File: src/hw/rtl/jst_pkg.sv
// types, codes and literal tables shared by the scalar tokenizer
`timescale 1ns / 1ps
package jst_pkg;

  localparam logic [2:0] MODE_IDLE = 3'd0;
  localparam logic [2:0] MODE_STR  = 3'd1;
  localparam logic [2:0] MODE_ESC  = 3'd2;
  localparam logic [2:0] MODE_LIT  = 3'd3;
  localparam logic [2:0] MODE_INT  = 3'd4;

  localparam logic [2:0] KIND_CHAR = 3'd0;
  localparam logic [2:0] KIND_SEND = 3'd1;
  localparam logic [2:0] KIND_INT  = 3'd2;
  localparam logic [2:0] KIND_BOOL = 3'd3;
  localparam logic [2:0] KIND_NULL = 3'd4;
  localparam logic [2:0] KIND_ARR  = 3'd5;
  localparam logic [2:0] KIND_OBJ  = 3'd6;
  localparam logic [2:0] KIND_ERR  = 3'd7;

  localparam logic [1:0] LIT_TRUE  = 2'd0;
  localparam logic [1:0] LIT_FALSE = 2'd1;
  localparam logic [1:0] LIT_NULL  = 2'd2;

  localparam logic [7:0] CH_NUL    = 8'h00;
  localparam logic [7:0] CH_QUOTE  = 8'h22;
  localparam logic [7:0] CH_BSLASH = 8'h5c;
  localparam logic [7:0] CH_LBRACK = 8'h5b;
  localparam logic [7:0] CH_LBRACE = 8'h7b;
  localparam logic [7:0] CH_MINUS  = 8'h2d;
  localparam logic [7:0] CH_ZERO   = 8'h30;
  localparam logic [7:0] CH_NINE   = 8'h39;
  localparam logic [7:0] CH_A      = 8'h61;
  localparam logic [7:0] CH_B      = 8'h62;
  localparam logic [7:0] CH_E      = 8'h65;
  localparam logic [7:0] CH_F      = 8'h66;
  localparam logic [7:0] CH_L      = 8'h6c;
  localparam logic [7:0] CH_N      = 8'h6e;
  localparam logic [7:0] CH_R      = 8'h72;
  localparam logic [7:0] CH_S      = 8'h73;
  localparam logic [7:0] CH_T      = 8'h74;
  localparam logic [7:0] CH_U      = 8'h75;

  localparam logic [7:0] CODE_BS   = 8'd8;
  localparam logic [7:0] CODE_FF   = 8'd12;
  localparam logic [7:0] CODE_LF   = 8'd10;
  localparam logic [7:0] CODE_CR   = 8'd13;
  localparam logic [7:0] CODE_TAB  = 8'd9;

  localparam int QDEPTH = 4;
  localparam int QAW    = $clog2(QDEPTH);

  typedef struct packed {
    logic [2:0]  mode;
    logic [1:0]  lsel;
    logic [2:0]  lpos;
    logic [63:0] acc;
    logic        neg;
    logic        seen;
    logic        sat;
  } st_t;

  typedef struct packed {
    logic [2:0]         kind;
    logic [7:0]         char_byte;
    logic signed [63:0] int_value;
    logic               bool_value;
    logic               last;
  } res_t;

  function automatic logic [2:0] lit_len(input logic [1:0] sel);
    logic [2:0] l;
    begin
      case (sel)
        LIT_TRUE:  l = 3'd4;
        LIT_FALSE: l = 3'd5;
        LIT_NULL:  l = 3'd4;
        default:   l = 3'd0;
      endcase
      return l;
    end
  endfunction

  function automatic logic [7:0] lit_char(input logic [1:0] sel, input logic [2:0] pos);
    logic [7:0] c;
    begin
      c = CH_NUL;
      case (sel)
        LIT_TRUE: begin
          case (pos)
            3'd0: c = CH_T;
            3'd1: c = CH_R;
            3'd2: c = CH_U;
            3'd3: c = CH_E;
            default: c = CH_NUL;
          endcase
        end
        LIT_FALSE: begin
          case (pos)
            3'd0: c = CH_F;
            3'd1: c = CH_A;
            3'd2: c = CH_L;
            3'd3: c = CH_S;
            3'd4: c = CH_E;
            default: c = CH_NUL;
          endcase
        end
        LIT_NULL: begin
          case (pos)
            3'd0: c = CH_N;
            3'd1: c = CH_U;
            3'd2: c = CH_L;
            3'd3: c = CH_L;
            default: c = CH_NUL;
          endcase
        end
        default: c = CH_NUL;
      endcase
      return c;
    end
  endfunction

endpackage

File: src/hw/rtl/json_scalar_tokenizer_unit.sv
// top level of the json scalar tokenizer
//
//   channel | direction | payload                                      | handshake
//   in_     | input     | in_byte[7:0]                                 | in_valid / in_ready
//   out_    | output    | kind, char_byte, int_value, bool_value, last | out_valid / out_ready
//
// one byte per cycle enters the input register while the queue has room and is decoded there
// results pass through a four-entry queue, so a byte with two results needs two
// pops; one byte per cycle is kept up while out_ready is high and no byte gives two results
// the input register holds while the queue has fewer than two free entries
// synchronous active-low reset returns the tokenizer to idle with an empty queue
`timescale 1ns / 1ps
module json_scalar_tokenizer_unit (
  input  logic               clk,
  input  logic               rst_n,
  input  logic               in_valid,
  output logic               in_ready,
  input  logic [7:0]         in_byte,
  output logic               out_valid,
  input  logic               out_ready,
  output logic [2:0]         out_kind,
  output logic [7:0]         out_char_byte,
  output logic signed [63:0] out_int_value,
  output logic               out_bool_value,
  output logic               out_last
);
  import jst_pkg::*;

  logic       in_v_r;
  logic [7:0] in_byte_r;
  st_t        st_r, st_nxt;
  res_t       res0, res1, head;
  logic [1:0] n_res;
  logic       room2;
  logic       proceed;

  assign proceed  = in_v_r && room2;
  assign in_ready = !in_v_r || proceed;

  always_ff @(posedge clk) begin
    if (!rst_n) begin
      in_v_r <= 1'b0;
    end else if (in_ready) begin
      in_v_r <= in_valid;
    end
  end

  always_ff @(posedge clk) begin
    if (in_ready && in_valid) begin
      in_byte_r <= in_byte;
    end
  end

  always_ff @(posedge clk) begin
    if (!rst_n) begin
      st_r <= '0;
    end else if (proceed) begin
      st_r <= st_nxt;
    end
  end

  jst_step u_step (
    .in_byte (in_byte_r),
    .st      (st_r),
    .st_nxt  (st_nxt),
    .res0    (res0),
    .res1    (res1),
    .n_res   (n_res)
  );

  jst_outq u_outq (
    .clk       (clk),
    .rst_n     (rst_n),
    .push_n    (proceed ? n_res : 2'd0),
    .push0     (res0),
    .push1     (res1),
    .room2     (room2),
    .out_valid (out_valid),
    .out_ready (out_ready),
    .head      (head)
  );

  assign out_kind       = head.kind;
  assign out_char_byte  = head.char_byte;
  assign out_int_value  = head.int_value;
  assign out_bool_value = head.bool_value;
  assign out_last       = head.last;

endmodule

File: src/hw/rtl/jst_step.sv
// per-byte decode: next tokenizer state and up to two results
`timescale 1ns / 1ps
module jst_step (
  input  logic [7:0]    in_byte,
  input  jst_pkg::st_t  st,
  output jst_pkg::st_t  st_nxt,
  output jst_pkg::res_t res0,
  output jst_pkg::res_t res1,
  output logic [1:0]    n_res
);
  import jst_pkg::*;

  typedef struct packed {
    logic       emit;
    logic [2:0] kind;
    st_t        st;
  } fresh_t;

  function automatic res_t mk_res(input logic [2:0] kind, input logic [7:0] ch,
                                  input logic [63:0] iv, input logic bv);
    res_t r;
    begin
      r.kind       = kind;
      r.char_byte  = ch;
      r.int_value  = iv;
      r.bool_value = bv;
      r.last       = 1'b0;
      return r;
    end
  endfunction

  function automatic fresh_t fresh(input logic [7:0] b, input st_t s);
    fresh_t f;
    begin
      f.st      = s;
      f.st.mode = MODE_IDLE;
      f.emit    = 1'b0;
      f.kind    = KIND_ERR;
      case (b) inside
        CH_QUOTE:  f.st.mode = MODE_STR;
        CH_LBRACK: begin
          f.emit = 1'b1;
          f.kind = KIND_ARR;
        end
        CH_LBRACE: begin
          f.emit = 1'b1;
          f.kind = KIND_OBJ;
        end
        CH_T, CH_F, CH_N: begin
          f.st.lsel = (b == CH_T) ? LIT_TRUE : ((b == CH_F) ? LIT_FALSE : LIT_NULL);
          f.st.lpos = 3'd1;
          f.st.mode = MODE_LIT;
        end
        CH_MINUS: begin
          f.st.mode = MODE_INT;
          f.st.acc  = 64'd0;
          f.st.neg  = 1'b1;
          f.st.seen = 1'b0;
          f.st.sat  = 1'b0;
        end
        default: begin
          if (b >= CH_ZERO && b <= CH_NINE) begin
            f.st.mode = MODE_INT;
            f.st.acc  = {60'd0, b[3:0]};
            f.st.neg  = 1'b0;
            f.st.seen = 1'b1;
            f.st.sat  = 1'b0;
          end else begin
            f.emit = 1'b1;
          end
        end
      endcase
      return f;
    end
  endfunction

  function automatic logic [7:0] unescape(input logic [7:0] b);
    logic [7:0] c;
    begin
      case (b)
        CH_B:    c = CODE_BS;
        CH_F:    c = CODE_FF;
        CH_N:    c = CODE_LF;
        CH_R:    c = CODE_CR;
        CH_T:    c = CODE_TAB;
        default: c = b;
      endcase
      return c;
    end
  endfunction

  fresh_t      fr;
  logic        is_digit;
  logic        lit_ok;
  logic [2:0]  pos_inc;
  logic [63:0] lim;
  logic [67:0] acc_x10;
  logic        over;
  logic [63:0] ival;

  assign is_digit = (in_byte >= CH_ZERO) && (in_byte <= CH_NINE);
  assign lit_ok   = (st.lsel != 2'd3) && (st.lpos < lit_len(st.lsel)) &&
                    (in_byte == lit_char(st.lsel, st.lpos));
  assign pos_inc  = st.lpos + 3'd1;
  assign lim      = st.neg ? {1'b1, 63'd0} : {1'b0, {63{1'b1}}};
  assign acc_x10  = {1'b0, st.acc, 3'b000} + {3'b000, st.acc, 1'b0} + {64'd0, in_byte[3:0]};
  assign over     = st.sat || (acc_x10 > {4'd0, lim});
  assign ival     = st.neg ? (64'd0 - st.acc) : st.acc;
  assign fr       = fresh(in_byte, st);

  always_comb begin
    st_nxt = st;
    res0   = mk_res(KIND_ERR, 8'd0, 64'd0, 1'b0);
    res1   = mk_res(KIND_ERR, 8'd0, 64'd0, 1'b0);
    n_res  = 2'd0;
    unique case (st.mode)
      MODE_STR: begin
        if (in_byte == CH_QUOTE) begin
          st_nxt.mode = MODE_IDLE;
          res0        = mk_res(KIND_SEND, 8'd0, 64'd0, 1'b0);
          n_res       = 2'd1;
        end else if (in_byte == CH_BSLASH) begin
          st_nxt.mode = MODE_ESC;
        end else if (in_byte == CH_NUL) begin
          st_nxt.mode = MODE_IDLE;
          n_res       = 2'd1;
        end else begin
          res0  = mk_res(KIND_CHAR, in_byte, 64'd0, 1'b0);
          n_res = 2'd1;
        end
      end
      MODE_ESC: begin
        n_res = 2'd1;
        if (in_byte == CH_NUL) begin
          st_nxt.mode = MODE_IDLE;
        end else begin
          st_nxt.mode = MODE_STR;
          res0        = mk_res(KIND_CHAR, unescape(in_byte), 64'd0, 1'b0);
        end
      end
      MODE_LIT: begin
        if (lit_ok) begin
          st_nxt.lpos = pos_inc;
          if (pos_inc == lit_len(st.lsel)) begin
            st_nxt.mode = MODE_IDLE;
            n_res       = 2'd1;
            if (st.lsel == LIT_NULL) begin
              res0 = mk_res(KIND_NULL, 8'd0, 64'd0, 1'b0);
            end else begin
              res0 = mk_res(KIND_BOOL, 8'd0, 64'd0, st.lsel == LIT_TRUE);
            end
          end
        end else begin
          st_nxt.mode = MODE_IDLE;
          n_res       = 2'd1;
        end
      end
      MODE_INT: begin
        if (is_digit) begin
          st_nxt.seen = 1'b1;
          if (over) begin
            st_nxt.acc = lim;
            st_nxt.sat = 1'b1;
          end else begin
            st_nxt.acc = acc_x10[63:0];
          end
        end else begin
          if (st.seen) begin
            res0 = mk_res(KIND_INT, 8'd0, ival, 1'b0);
          end
          st_nxt = fr.st;
          res1   = mk_res(fr.kind, 8'd0, 64'd0, 1'b0);
          n_res  = fr.emit ? 2'd2 : 2'd1;
        end
      end
      default: begin
        st_nxt = fr.st;
        res0   = mk_res(fr.kind, 8'd0, 64'd0, 1'b0);
        n_res  = fr.emit ? 2'd1 : 2'd0;
      end
    endcase
    if (n_res == 2'd1) begin
      res0.last = 1'b1;
    end
    if (n_res == 2'd2) begin
      res1.last = 1'b1;
    end
  end

endmodule

File: src/hw/rtl/jst_outq.sv
// result queue: up to two pushes per cycle, one pop per transaction
`timescale 1ns / 1ps
module jst_outq (
  input  logic          clk,
  input  logic          rst_n,
  input  logic [1:0]    push_n,
  input  jst_pkg::res_t push0,
  input  jst_pkg::res_t push1,
  output logic          room2,
  output logic          out_valid,
  input  logic          out_ready,
  output jst_pkg::res_t head
);
  import jst_pkg::*;

  res_t           q_r [QDEPTH];
  logic [QAW-1:0] wr_r, wr_nxt;
  logic [QAW-1:0] rd_r, rd_nxt;
  logic [QAW:0]   cnt_r, cnt_nxt;
  logic           pop;
  logic [QAW-1:0] wr_p1;

  assign out_valid = (cnt_r != '0);
  assign pop       = out_valid && out_ready;
  assign room2     = (cnt_r <= (QAW + 1)'(QDEPTH - 2));
  assign head      = q_r[rd_r];
  assign wr_p1     = wr_r + QAW'(1);
  assign wr_nxt    = wr_r + QAW'(push_n);
  assign rd_nxt    = pop ? rd_r + QAW'(1) : rd_r;
  assign cnt_nxt   = cnt_r + (QAW + 1)'(push_n) - (QAW + 1)'(pop);

  always_ff @(posedge clk) begin
    if (!rst_n) begin
      wr_r  <= '0;
      rd_r  <= '0;
      cnt_r <= '0;
    end else begin
      wr_r  <= wr_nxt;
      rd_r  <= rd_nxt;
      cnt_r <= cnt_nxt;
    end
  end

  always_ff @(posedge clk) begin
    if (push_n != 2'd0) begin
      q_r[wr_r] <= push0;
    end
    if (push_n == 2'd2) begin
      q_r[wr_p1] <= push1;
    end
  end

endmodule

File: config.mk
export PLATFORM = sky130hd
export DESIGN_NAME = json_scalar_tokenizer_unit
export DESIGN_NICKNAME = d
export VERILOG_FILES = /design/src/hw/rtl/jst_pkg.sv /design/src/hw/rtl/json_scalar_tokenizer_unit.sv /design/src/hw/rtl/jst_step.sv /design/src/hw/rtl/jst_outq.sv
export SDC_FILE = /design/constraint.sdc
export NUM_CORES = 1
export LEC_CHECK = 0
export BUFFER_PORTS_ARGS = -buffer_cell sky130_fd_sc_hd__buf_2
export CAP_MARGIN = 20
export CORE_UTILIZATION = 55
export CTS_CLUSTER_DIAMETER = 150
export CTS_CLUSTER_SIZE = 8
export DETAILED_ROUTE_END_ITERATION = 6
export PLACE_DENSITY = 0.74
export SLEW_MARGIN = 20
export SYNTH_ARGS = -nofsm -noshare
export SYNTH_HDL_FRONTEND = slang
export SYNTH_HIERARCHICAL = 1
export SYNTH_SLANG_ARGS = --single-unit
File: constraint.sdc
create_clock -name clk -period 8.9 [get_ports clk]
set_input_delay 1.78 -clock clk [delete_from_list [all_inputs] [get_ports clk]]
set_output_delay 1.78 -clock clk [all_outputs]
set_load 0.01 [all_outputs]
==> flow_metrics.tcl, run 1 <==
set metrics [dict create \
    status "complete, but fails checks" \
    failed_checks "DRC" \
    drive_above_1_share 0.204 \
    slew_violations 0 \
    cts.sinks 401 \
    worstSetupEndpoint "st_r[19]" \
    cpMaxStageDelayCell "edfxtp_1" \
    cts_hold_buffers 0 \
    p_leak_nw 13.0 \
    route.detailed.drc 8 \
    synthToLayoutAreaGrowth_pct 7.05 \
    ys_types 92 \
    multi_input_area_sq_um 17200 \
    grt_pass1_wl_microns 126000 \
    synth_top_family_by_area "multiplexers" \
    syn_avg_cell_area_sq_um 10.5 \
    htree_levels 2 \
    r2r-end "st_r[19]" \
    fmaxAchievable_mhz 132 \
    grt_pass1_vias 22400 \
    path_buf_inv 1 \
    cts_tree "done" \
    fin_ws_ns 1.34 \
    period_share 0.849 \
    hold_viol 0 \
    worst_pin_slew_ns 1.09 \
    wirelength_microns 80200 \
    synth-warning-count 6 \
    ios 91 \
    cp_common_cell "nand4_1" \
    worstPathCellList "fa_1, ha_1, a211o_1, a211oi_1, o211a_1, o2111ai_1, a21oi_1, o21bai_1, or4_1, and3_1, ha_1, nand4_1, nor2_1, nand4_1, o31a_1, a21oi_1, o21ai_0, or3_1, o31ai_2, nand2_1, buf_4, o21ai_1, nand4_1, o21ai_0" \
    r2r_setup_slack_ns 1.34 \
    synth-edff-count 316 \
    r2r_start "in_byte_r[3]" \
    setup_viol 0 \
    post-place-ws_ns 1.49 \
    num_vias 22800 \
    postCtsSetupRepairBufs 0 \
    crit_fanout 34 \
    die_area_sq_um 54800 \
    rsz0062_at_grt "no" \
    avgViaCountPerCell 6.42 \
    fillers 4233 \
    worstSetupStartpointType "register" \
    port_buffers 90 \
    synth_ff_type "edfxtp_1" \
    synth-xor-area-share 0.0376 \
    hpwl_microns 56300 \
    grt_max_degree 82 \
    cp_data_arrival_time_ns 8.09 \
    end_kind "register" \
    syn_inst 2831 \
    synth-compound-area-share 0.130 \
    clk_pin_slew_ns 0.06 \
    clk_latency_ns 0.61 \
    rows 84 \
    critPathMaxStageDelay_ns 0.70 \
    ff_latch_area_sq_um 11200 \
    nets 3043 \
    syn-cell-area_sq_um 29600 \
    grt_antenna_before_repair 0 \
    firstDrtPassIters 7 \
    ir_drop_uv 154 \
    cts_made_buffers 56 \
    grt_overflow 0 \
    core_area_sq_um 52900 \
    tns_ns 0 \
    worstRegToRegCells 24 \
    routedWlPerCell_microns 22.5 \
    start_util 0.561 \
    period_needed_ns 7.56 \
    drtIter0Drc 1968 \
    die_x_microns 234 \
    path_delay_family "compound AO/OA/AOI/OAI gates" \
    cts_buffer_depth 3 \
    fin_total_pwr_mw 5.07 \
    holdWs_ns 0.498 \
    synthArstFlopShare 0 \
    ys_ff_latch 401 \
    die_height_microns 234 \
    grt_usage 0.292 \
    hold_path.class "register to register" \
    critical_path_depth 24 \
    final_common_cell "edfxtp_1" \
    critPathKind "register to register" \
    startpoint "in_byte_r[3]" \
    cts_resized 0 \
    synth-simple-area-share 0.133 \
    drv_cap 0 \
    fin_skew_ns 0.0181 \
    drtAntennaViolNets 0 \
    crit_required_ns 9.43 \
    synthAdderAreaFrac 0.0880 \
    maxSlewHeadroom 0.276 \
    n_antenna_cell 0 \
    clockRootBuffer "clkbuf_16" \
    place.gp.congestion 1.01 \
    p_per_area_nw_per_um2 160 \
    synth_mux_area_frac 0.178 \
    synth.yosys.seq_area_share 0.377 \
    layout_common_cells "316 x edfxtp_1, 259 x nand2_1, 244 x mux2_2" \
]
[metrics by stage]
step           instance area [sq um]  utilization  std cells
6_report                       31700        0.600       3560
5_1_grt                        31700        0.600       3560
4_1_cts                        31700        0.600       3559
3_5_place_dp                   30100        0.569       3454
3_3_place_gp                   30100        0.569       3454
2_1_floorplan                  29900            -       2903
[logic make-up after synthesis]
group | after synthesis
mux | 393
fa+ha+maj | 207
flops | 401
compound gates | 596
xor+xnor | 124
simple gates | 807
buf+inv | 301
other cells | 2
[cell type report]
cell class / instances / share of cell area
clock buffers: 102 / 0.0496
clock inverters: 3 / 0.00185
multi-input cells: 2201 / 0.541
repair buffers: 120 / 0.0219
well taps: 688 / 0.0271
flip-flops and latches: 401 / 0.353
inverters: 45 / 0.00532
[cell usage after synthesis (all sizes together) (4+ instances only)]
cell,instances,area share
nand4,118,0.025
o211a,7,0.0024
nand2b,18,0.0038
mux4,77,0.058
o211ai,14,0.0035
edfxtp,316,0.32
o22ai,6,0.0013
nor4,25,0.0062
xnor2,43,0.013
o21bai,18,0.0046
o21a,13,0.0033
a31oi,14,0.0030
inv,45,0.0057
a22oi,7,0.0018
xor2,79,0.023
a21oi,140,0.024
mux2i,7,0.0024
and3,9,0.0019
mux2,309,0.12
or3,25,0.0058
a221oi,8,0.0024
a211o,4,0.0012
o31a,5,0.0015
nand2,260,0.033
nor2b,20,0.0042
nor3,33,0.0056
or4,13,0.0035
a32oi,4,0.0012
ha,203,0.086
a22o,9,0.0027
or2,10,0.0021
dfxtp,85,0.057
o31ai,27,0.0075
clkbuf,90,0.011
buf,166,0.038
nor2,210,0.027
a32o,4,0.0014
a211oi,17,0.0043
o41ai,12,0.0041
a21o,30,0.0076
nand3,29,0.0051
and2,19,0.0041
o21ai,231,0.045
[per-layer routing]
metal  GRT usage  vias to the layer above  share of wire
met2       0.485                      842           0.48
met5           0                        -              0
met3      0.0466                      123          0.072
met4      0.0745                        0          0.022
li1            -                    10600              -
met1       0.395                    11300           0.43
[sequential cells by signal (all words and copies together) (netlist names), named ones only]
register,count
u_outq/q_r,308
st_r,75
in_byte_r,8
u_outq/cnt_r,3
u_outq/rd_r,2
u_outq/wr_r,2
in_v_r,1
[report_power, final]
group	switching [mW]	internal (mW)
clock	0.812	1.18
sequential	0.0920	2.12
combinational	0.494	0.368
[worst register-to-register path: stages, from the launching register on]
cell and delay (ns):
edfxtp_1 0.70, fa_1 0.52, ha_1 0.33, a211o_1 0.33, a211oi_1 0.42, o211a_1 0.26
o2111ai_1 0.29, a21oi_1 0.50, o21bai_1 0.30, or4_1 0.55, and3_1 0.25, ha_1 0.34
nand4_1 0.11, nor2_1 0.27, nand4_1 0.14, o31a_1 0.28, a21oi_1 0.12, o21ai_0 0.15
or3_1 0.39, o31ai_2 0.36, nand2_1 0.14, buf_4 0.29, o21ai_1 0.23, nand4_1 0.10
o21ai_0 0.13
[worst min path at each step]
stage | from | end | cells after the start
floorplan | st_r[0] | st_r[0] | 2
global placement | u_outq/rd_r[1] | register | 2
detailed placement | u_outq/rd_r[0] | register | 2
CTS | u_outq/rd_r[0] | register | 2
global route | u_outq/rd_r[0] | register | 2
finish | u_outq/rd_r[0] | register | 2
No activity file was read; power rests on OpenSTA's default activity.
==> inputs of run 2 (changes only) <==
Clock period 8.9 ns to 7.9 ns, I/O delays scaled along.
==> flow_metrics.tcl, run 2 (synthesized netlist as in run 1, its figures left out) <==
set metrics [dict create \
    status "complete, but fails checks" \
    failed_checks "DRC" \
    cp_data_arrival_time_ns 7.86 \
    ios 91 \
    cts_tree "done" \
    die_x_microns 234 \
    maxSlewHeadroom 0.271 \
    rsz0062_at_grt "no" \
    grt_pass1_wl_microns 126000 \
    route.detailed.drc 8 \
    nets 3042 \
    grt_antenna_before_repair 0 \
    cts_hold_buffers 0 \
    avgViaCountPerCell 6.41 \
    p_per_area_nw_per_um2 180 \
    fmaxAchievable_mhz 136 \
    regMostFlops "u_outq/q_r" \
    worst_pin_slew_ns 1.07 \
    holdWs_ns 0.488 \
    die_height_microns 234 \
    period_share 0.929 \
    cts.sinks 401 \
    port_buffers 90 \
    drtIter0Drc 1680 \
    largest_reg_flops 308 \
    start_util 0.561 \
    n_antenna_cell 0 \
    startpoint "st_r[3]" \
    grt_max_degree 88 \
    place.gp.congestion 1.01 \
    cts_made_buffers 56 \
    hold_viol 0 \
    num_vias 22800 \
    layout_common_cells "316 x edfxtp_1, 259 x nand2_1, 244 x mux2_2" \
    fin_skew_ns 0.0393 \
    ir_drop_uv 180 \
    wirelength_microns 80900 \
    htree_levels 2 \
    period_needed_ns 7.34 \
    crit_fanout 34 \
    rows 84 \
    clockRootBuffer "clkbuf_16" \
    drv_cap 0 \
    p_leak_nw 13.0 \
    drtAntennaViolNets 0 \
    final_common_cell "edfxtp_1" \
    r2r_start "st_r[3]" \
    firstDrtPassIters 7 \
    end_kind "register" \
    clk_latency_ns 0.61 \
    hold_path.class "register to register" \
    hpwl_microns 55600 \
    synthToLayoutAreaGrowth_pct 7.34 \
    cts_resized 0 \
    die_area_sq_um 54800 \
    core_area_sq_um 52900 \
    worstSetupStartpointType "register" \
    cts_buffer_depth 3 \
    grt_usage 0.294 \
    critPathKind "register to register" \
    grt_overflow 0 \
    postCtsSetupRepairBufs 0 \
    hp-start "u_outq/rd_r[1]" \
    slew_violations 0 \
    tns_ns 0 \
    largestRegisters "u_outq/q_r: 308 flops, st_r: 75 flops, in_byte_r: 8 flops" \
    drive_above_1_share 0.205 \
    clk_pin_slew_ns 0.06 \
    setup_viol 0 \
    crit_required_ns 8.42 \
    routedWlPerCell_microns 22.7 \
    grt_pass1_vias 22500 \
]
run 2: cell types whose count changed in the layout (fill, tap and decap cells not counted):
cell,before,now
buf_12,1,7
buf_4,29,23
clkbuf_1,46,45
clkbuf_16,56,57
clkinv_8,0,1
dlymetal6s2s_1,1,0
inv_16,1,0
nor4_1,22,21
nor4_2,2,3
run 2: power breakdown:
part           internal, mW  switching [mW]  total, mW
logic                 0.419           0.582       1.00
clock network          1.35           0.919       2.27
registers              2.39          0.0790       2.47
run 2: cell type report:
class                   count  area (sq um)
clock inverters             3          55.1
flip-flops and latches    401         11200
fillers                  4256         21000
well taps                 688           861
repair buffers            119           758
clock buffers             102          1600
inverters                  45           169
multi-input cells        2201         17200
run 2: layer usage:
layer / vias to the layer above / GRT usage / part of all wire / wire, microns
li1: 10600 / - / - / -
met1: 11300 / 0.409 / 0.45 / 36000
met4: 0 / 0.0789 / 0.022 / 1800
met3: 110 / 0.0315 / 0.060 / 4880
met5: - / 0 / 0 / 0
met2: 781 / 0.485 / 0.47 / 38200
run 2: critical path, cell delays in order (launching register included):
cell,delay [ns]
dfxtp_1,0.51
fa_1,0.50
ha_1,0.33
a211o_1,0.33
a211oi_1,0.39
o211a_1,0.26
o2111ai_1,0.28
a21oi_1,0.48
o21bai_1,0.30
or4_1,0.55
and3_1,0.22
ha_1,0.32
nand4_1,0.10
nor2_1,0.26
nand4_1,0.13
o31a_1,0.28
a21oi_1,0.11
o21ai_0,0.15
or3_1,0.39
o31ai_2,0.38
nand2_1,0.15
buf_4,0.33
o21ai_1,0.22
nand4_1,0.12
o21ai_2,0.10
run 2: final timing paths:
path,end,slack [ns],cells past startpoint
worst min register to register,register,0.49,2
worst min-delay path,register,0.49,2
worst max-delay path,st_r[33],0.56,24
worst max register to register,st_r[33],0.56,24
run 2: through the flow:
step,area [sq um],cells,power (mW),worst slack (ns),utilization
floorplan,29900,2903,3.20,0.0584,-
global placement,30200,3454,3.49,0.932,0.571
detailed placement,30200,3454,3.51,0.754,0.571
CTS,31800,3559,5.77,0.641,0.602
global route,31800,3559,5.94,0.199,0.602
finish,31800,3559,5.74,0.561,0.602
